`src/hw/rtl/assert_macros.svh`:
```
// Assertion helpers for the RTL of the segment box core.
`ifndef ASSERT_MACROS_SVH
`define ASSERT_MACROS_SVH

// Same-cycle implication, disabled while reset is asserted.
`define SBC_ASSERT_NOW(lbl, clk, rst_n, ante, cons, msg) \
  lbl: assert property (@(posedge clk) disable iff (!rst_n) (ante) |-> (cons)) \
    else $error(msg);

// Next-cycle implication, disabled while reset is asserted.
`define SBC_ASSERT_NEXT(lbl, clk, rst_n, ante, cons, msg) \
  lbl: assert property (@(posedge clk) disable iff (!rst_n) (ante) |=> (cons)) \
    else $error(msg);

`endif

```
`src/hw/rtl/sbc_ratio_pipe.sv`:
```
// ----------------------------------------------------------------------------
// sbc_ratio_pipe
// Pipelined restoring divider: num/den in Q1.FW, saturating at 1.0.
// ----------------------------------------------------------------------------
`default_nettype none

module sbc_ratio_pipe #(
  parameter int CW = 24,
  parameter int FW = 16
) (
  input  wire logic          clk,
  input  wire logic [FW:0]   adv,
  input  wire logic [CW:0]   num,
  input  wire logic [CW:0]   den,
  output      logic [FW:0]   ratio
);

  localparam int NW = CW + 1;

  logic [NW-1:0] rem_r [FW+1];
  logic [NW-1:0] den_r [FW+1];
  logic          sat_r [FW+1];
  logic [FW-1:0] q_r   [FW+1];

  // Entry stage: latch operands and decide saturation.
  always_ff @(posedge clk) begin
    if (adv[0]) begin
      rem_r[0] <= num;
      den_r[0] <= den;
      sat_r[0] <= (num >= den);
      q_r[0]   <= '0;
    end
  end

  // One quotient bit per stage.
  for (genvar j = 1; j <= FW; j++) begin : g_bit
    logic [NW:0] sh;
    logic [NW:0] diff;
    logic        ge;

    assign sh   = {rem_r[j-1], 1'b0};
    assign diff = sh - {1'b0, den_r[j-1]};
    assign ge   = (sh >= {1'b0, den_r[j-1]});

    always_ff @(posedge clk) begin
      if (adv[j]) begin
        rem_r[j] <= ge ? diff[NW-1:0] : sh[NW-1:0];
        den_r[j] <= den_r[j-1];
        sat_r[j] <= sat_r[j-1];
        q_r[j]   <= {q_r[j-1][FW-2:0], ge};
      end
    end
  end

  assign ratio = sat_r[FW] ? {1'b1, {FW{1'b0}}} : {1'b0, q_r[FW]};

endmodule

`default_nettype wire

```
`config.mk`:
```
export PLATFORM = sky130hd
export DESIGN_NAME = sbc_ratio_pipe
export DESIGN_NICKNAME = d
export VERILOG_FILES = /design/src/hw/rtl/assert_macros.svh /design/src/hw/rtl/sbc_ratio_pipe.sv
export SDC_FILE = /design/constraint.sdc
export NUM_CORES = 2
export LEC_CHECK = 0
export ABC_CLOCK_PERIOD_IN_PS = 7200
export BUFFER_PORTS_ARGS = -buffer_cell sky130_fd_sc_hd__buf_2
export CAP_MARGIN = 5
export CORE_MARGIN = 2
export CORE_UTILIZATION = 28
export DETAILED_ROUTE_END_ITERATION = 8
export SLEW_MARGIN = 20
export SYNTH_ARGS = -nofsm -noshare
export SYNTH_HDL_FRONTEND = slang
export SYNTH_SLANG_ARGS = --single-unit
```
`constraint.sdc`:
```
create_clock -name clk -period 7.2 [get_ports clk]
set_input_delay 1.08 -clock clk [delete_from_list [all_inputs] [get_ports clk]]
set_output_delay 1.08 -clock clk [all_outputs]
set_load 0.005 [all_outputs]
```
======== After elaboration in Yosys (flattened, before gate mapping) ========
Memory sizes are Yosys's and may differ from the RTL's.
Index checks and enable logic that the tools add are counted.
word-level totals
  flip-flop bits (word level) ............. 0
  bits in latches ......................... 0
  RAM bits ................................ 1,139
  ROM bits ................................ 0
  output and inout port bits .............. 17
  word-level logic and storage cells ...... 88
  memories kept ........................... 4
operators by class
  $add $sub $neg .......................... 16
  multipliers ............................. 0
  div/mod/pow operators ................... 0
  magnitude comparators ................... 17
  equal/unequal tests ..................... 0
  shift-type cells ........................ 0
  muxes and demuxes ....................... 51
  bitwise logic cells ..................... 0
  reduce and logical (&&, ||, !) cells .... 0
memories
  name   depth  width  rd ports  clocked after Yosys merged registers in  write ports  RTL line              text
  den_r  17     25     16        0                                        17           sbc_ratio_pipe.sv:21  logic [NW-1:0] den_r [FW+1];
  rem_r  17     25     16        0                                        17           sbc_ratio_pipe.sv:20  logic [NW-1:0] rem_r [FW+1];
  q_r    17     16     17        0                                        17           sbc_ratio_pipe.sv:23  logic [FW-1:0] q_r [FW+1];
  sat_r  17     1      17        0                                        17           sbc_ratio_pipe.sv:22  logic sat_r [FW+1];
operators by type and width
  kind                                          number
  greater-or-equal comparator 26 x 25 -> 1 bit  16
  two-way mux 25 bit                            16
  subtractor 25 bit                             16
  two-way mux 1 bit                             34
  greater-or-equal comparator 25 bit            1
  two-way mux 17 bit                            1

======== Longest topological paths before layout ========
An unclocked memory read counts as a cell.
  depth in word-level cells ............... 3
  gate-level depth with buffers ........... 14
  gate-level depth less buffers ........... 12

======== Worst setup path after synthesis ========
Ideal clock, no wire load.
  kind .................................... input to register
  start point ............................. input port den[1]
  end point ............................... memory sat_r[0][0] (data pin)
  setup time .............................. 0.262 ns
  arrival ................................. 2.922 ns
  required time ........................... 6.938 ns
  path slack .............................. 4.016 ns
  stages on the path ...................... 11
  cell sequence ........................... inv_1 ha_1 nor2b_1 o21a_1 o21a_1 o21ai_0 a21oi_1 or4_1 a211o_1 a21oi_1 o21ai_0
RTL lines
  element             RTL line              text
  start: declaration  sbc_ratio_pipe.sv:14  input wire logic [CW:0] den,
  end: declaration    sbc_ratio_pipe.sv:22

==> out/metrics.yaml <==
seq_area_frac_synth: 0.527
worst-endpoint-arrival_ns: 4.21
path_common_cell: "o31a_4"
die_y_um: 444
utilization: 0.317
htreeDepth: 3
syn_inst: 4764
finalHoldViolCount: 0
yosys_warnings: 0
final_layout_size_suffix_gt1_frac: 0.0954
crit_fanout: 26
ant_nets: 0
cts_setup_buffers: 0
antenna_cells: 0
area_growth_syn_to_layout_pct: 12.5
insertion_delay_ns: 0.72
powerDensity_mw_per_mm2: 426
postRouteWirelength_mm: 110
critPathSlowestCell: "o21ai_4"
path_cells: "fa_1 > nor2b_4 > o31a_4 > o31a_4 > nor4_4 > o31ai_4 > a21oi_2 > o32a_2 > o21ai_4 > mux2_2"
grt_overflow: 0
nets: 5369
numPortBuffers: 84
hold_path.class: "reg -> reg"
seqPwrFrac: 0.343
cts_root_buffer: "clkbuf_16"
postPlaceCellArea_mm2: 0.0575
clock_skew_ns: 0.0320
grt_usage: 0.110
cp-end-kind: "flip-flop"
cts_tree: "done"
fill_cells: 19300
pre_cts_ws_ns: 3.33
cts_sinks: 953
synth-main-ff-cell: "edfxtp_1"
ir_drop_mv: 0.204
place_congestion: 0.917
synth_seq_cells: 953
drtIter0Drc: 1790
grt_pass1_wl_mm: 179
drv_cap: 0
firstDrtPassIters: 5
synth_edf_count: 953
fin_ws_ns: 3.44
syn-cell-area_mm2: 0.0543
slew_viol_final: 0
pwr-share-comb: 0.447
dieWidth_um: 444
fin_crit_sh: 0.522
required_ns: 7.65
critPathMaxStageDelay_ns: 0.79
fin_area_mm2: 0.0611
grt_start_max_net_pins: 67
drcViolationCount: 0
vias: 35000
grt_pass1_vias: 36100
p_switching_mw: 9.37
rrSetupSlack_ns: 3.44
leakagePower_nw: 24.7
async_reset_ff_frac: 0
cts_buffers: 102
die-area_mm2: 0.197
final.min_clock_period_ns: 3.76
clk_pin_slew_ns: 0.06
dp_hpwl_mm: 85.2
fin_setup_tns_ns: 0
core.rowCount: 161
status: "finished, final reports clean"
syn-num-nets: 5271
intPower_mw: 16.7
clock_path_buffers: 3
cts_hold_buf: 0
cp-start-kind: "flip-flop"
clock.fmax_mhz: 266
setup_violations: 0
crit_type: "reg -> reg"
pwr-share-clk: 0.210
multi_input_area_mm2: 0.0232
grt_setup_unrepaired: "false"
core-area_mm2: 0.193
ioPinCount: 85
syn_area_per_cell_um2: 11.4
ys_types: 103
cts_resized: 0
swShare: 0.360
area.sequential_mm2: 0.0286
grt_antenna_before_repair: 1
via_per_inst: 4.68
slew_headroom: 0.210
start_util: 0.282
avgRoutedWirePerCell_um: 14.7
worst_pin_slew_ns: 1.17
-- metrics by stage --
step,cells,hold slack [ns],power [mW]
global route,7471,0.420,27.9
global placement,7281,0.402,20.4
finish,7471,0.410,26.0
floorplan,4764,0.400,18.0
detailed placement,7281,0.405,20.6
CTS,7468,0.401,26.2
-- critical path: cells and delay by family (launching register included) --
family | cells | cell delay, ns
flops | 1 | 0.45
simple gates | 2 | 0.20
compound gates | 6 | 1.91
fa+ha+maj | 1 | 0.50
mux | 1 | 0.42
-- cells in the final DEF, fill, tap and decap left out, types with 26 or more instances in the layout --
cell       instances
nand2b_1          54
a211oi_1          32
buf_4             26
edfxtp_1         953
a21o_1           175
nand2_1          368
mux2_4            50
mux2_2            90
nand4_1           63
clkbuf_16        104
o21bai_1          30
o21ai_0          332
nor2_1           214
nor3_1            44
inv_1            514
xnor2_1          177
o21a_1            73
nand3_1           72
xor2_1           125
ha_1             424
a21oi_1          330
a31oi_1           47
and3_1            27
buf_2             83
nor2b_1           79
-- power by group through the flow --
stage          clock network (mW)  logic (mW)  registers [mW]
6_report                     5.45        11.6            8.93
3_3_place_gp                    0        11.3            9.05
4_1_cts                      5.64        11.6            8.94
3_5_place_dp                    0        11.5            9.04
5_1_grt                      5.85        13.0            9.08
2_1_floorplan                   0        9.24            8.73
-- state kept, by name (all words and copies together), names as in the netlist --
signal / flops
den_r: 400
q_r: 136
rem_r: 400
sat_r: 17
-- cell usage after synthesis (all sizes together) (30+ instances only) --
cell | number | area, um2
edfxtp | 953 | 28600
inv | 514 | 1930
ha | 424 | 5310
nand2 | 369 | 1390
o21ai | 343 | 1740
a21oi | 335 | 1700
nor2 | 214 | 803
xnor2 | 177 | 1550
a21o | 176 | 1320
mux2 | 141 | 1780
xor2 | 125 | 1090
clkbuf | 81 | 307
nor2b | 80 | 508
o21a | 73 | 548
nand3 | 72 | 360
nand4 | 63 | 394
nand2b | 54 | 338
a31oi | 49 | 313
nor3 | 45 | 230
buf | 37 | 275
a211oi | 33 | 253
o21bai | 30 | 225
-- final timing paths --
check	startpoint	end	cells after the start
setup / recovery	den_r[0][125]$_DFFE_PP_	rem_r[0][155]$_DFFE_PP_	10
hold / removal	q_r[0][112]$_DFFE_PP_	q_r[0][129]$_DFFE_PP_	0
setup reg to reg	den_r[0][125]$_DFFE_PP_	rem_r[0][155]$_DFFE_PP_	10
hold reg to reg	q_r[0][112]$_DFFE_PP_	q_r[0][129]$_DFFE_PP_	0
-- logic make-up (layout without fill, tap and decap cells) --
family | Yosys count | in the layout | share of synthesized area
flip-flops | 953 | 953 | 0.527
multiplexers | 149 | 149 | 0.0342
buffers and inverters | 632 | 813 | 0.0462
AO/OA/AOI/OAI | 1258 | 1258 | 0.149
XOR/XNOR | 302 | 302 | 0.0487
adder cells (fa/ha/maj) | 439 | 439 | 0.103
AND/OR/NAND/NOR | 1031 | 1031 | 0.0913
-- metal layers --
layer,up-vias,share of wire,global-route usage
met5,-,0.00015,0
met4,2,0.055,0.0575
met3,308,0.031,0.0185
met2,635,0.52,0.212
met1,16400,0.39,0.113
li1,17600,-,-
-- cell type report --
| cell class | count | share of cell area |
|---|---|---|
| clock buffer | 118 | 0.0434 |
| inverter | 514 | 0.0316 |
| multi-input combinational | 3179 | 0.380 |
| tap | 2526 | 0.0517 |
| timing repair buffer | 112 | 0.0112 |
| sequential | 953 | 0.468 |
| clock inverter | 69 | 0.0136 |
No activity file was read; power rests on OpenSTA's default activity.
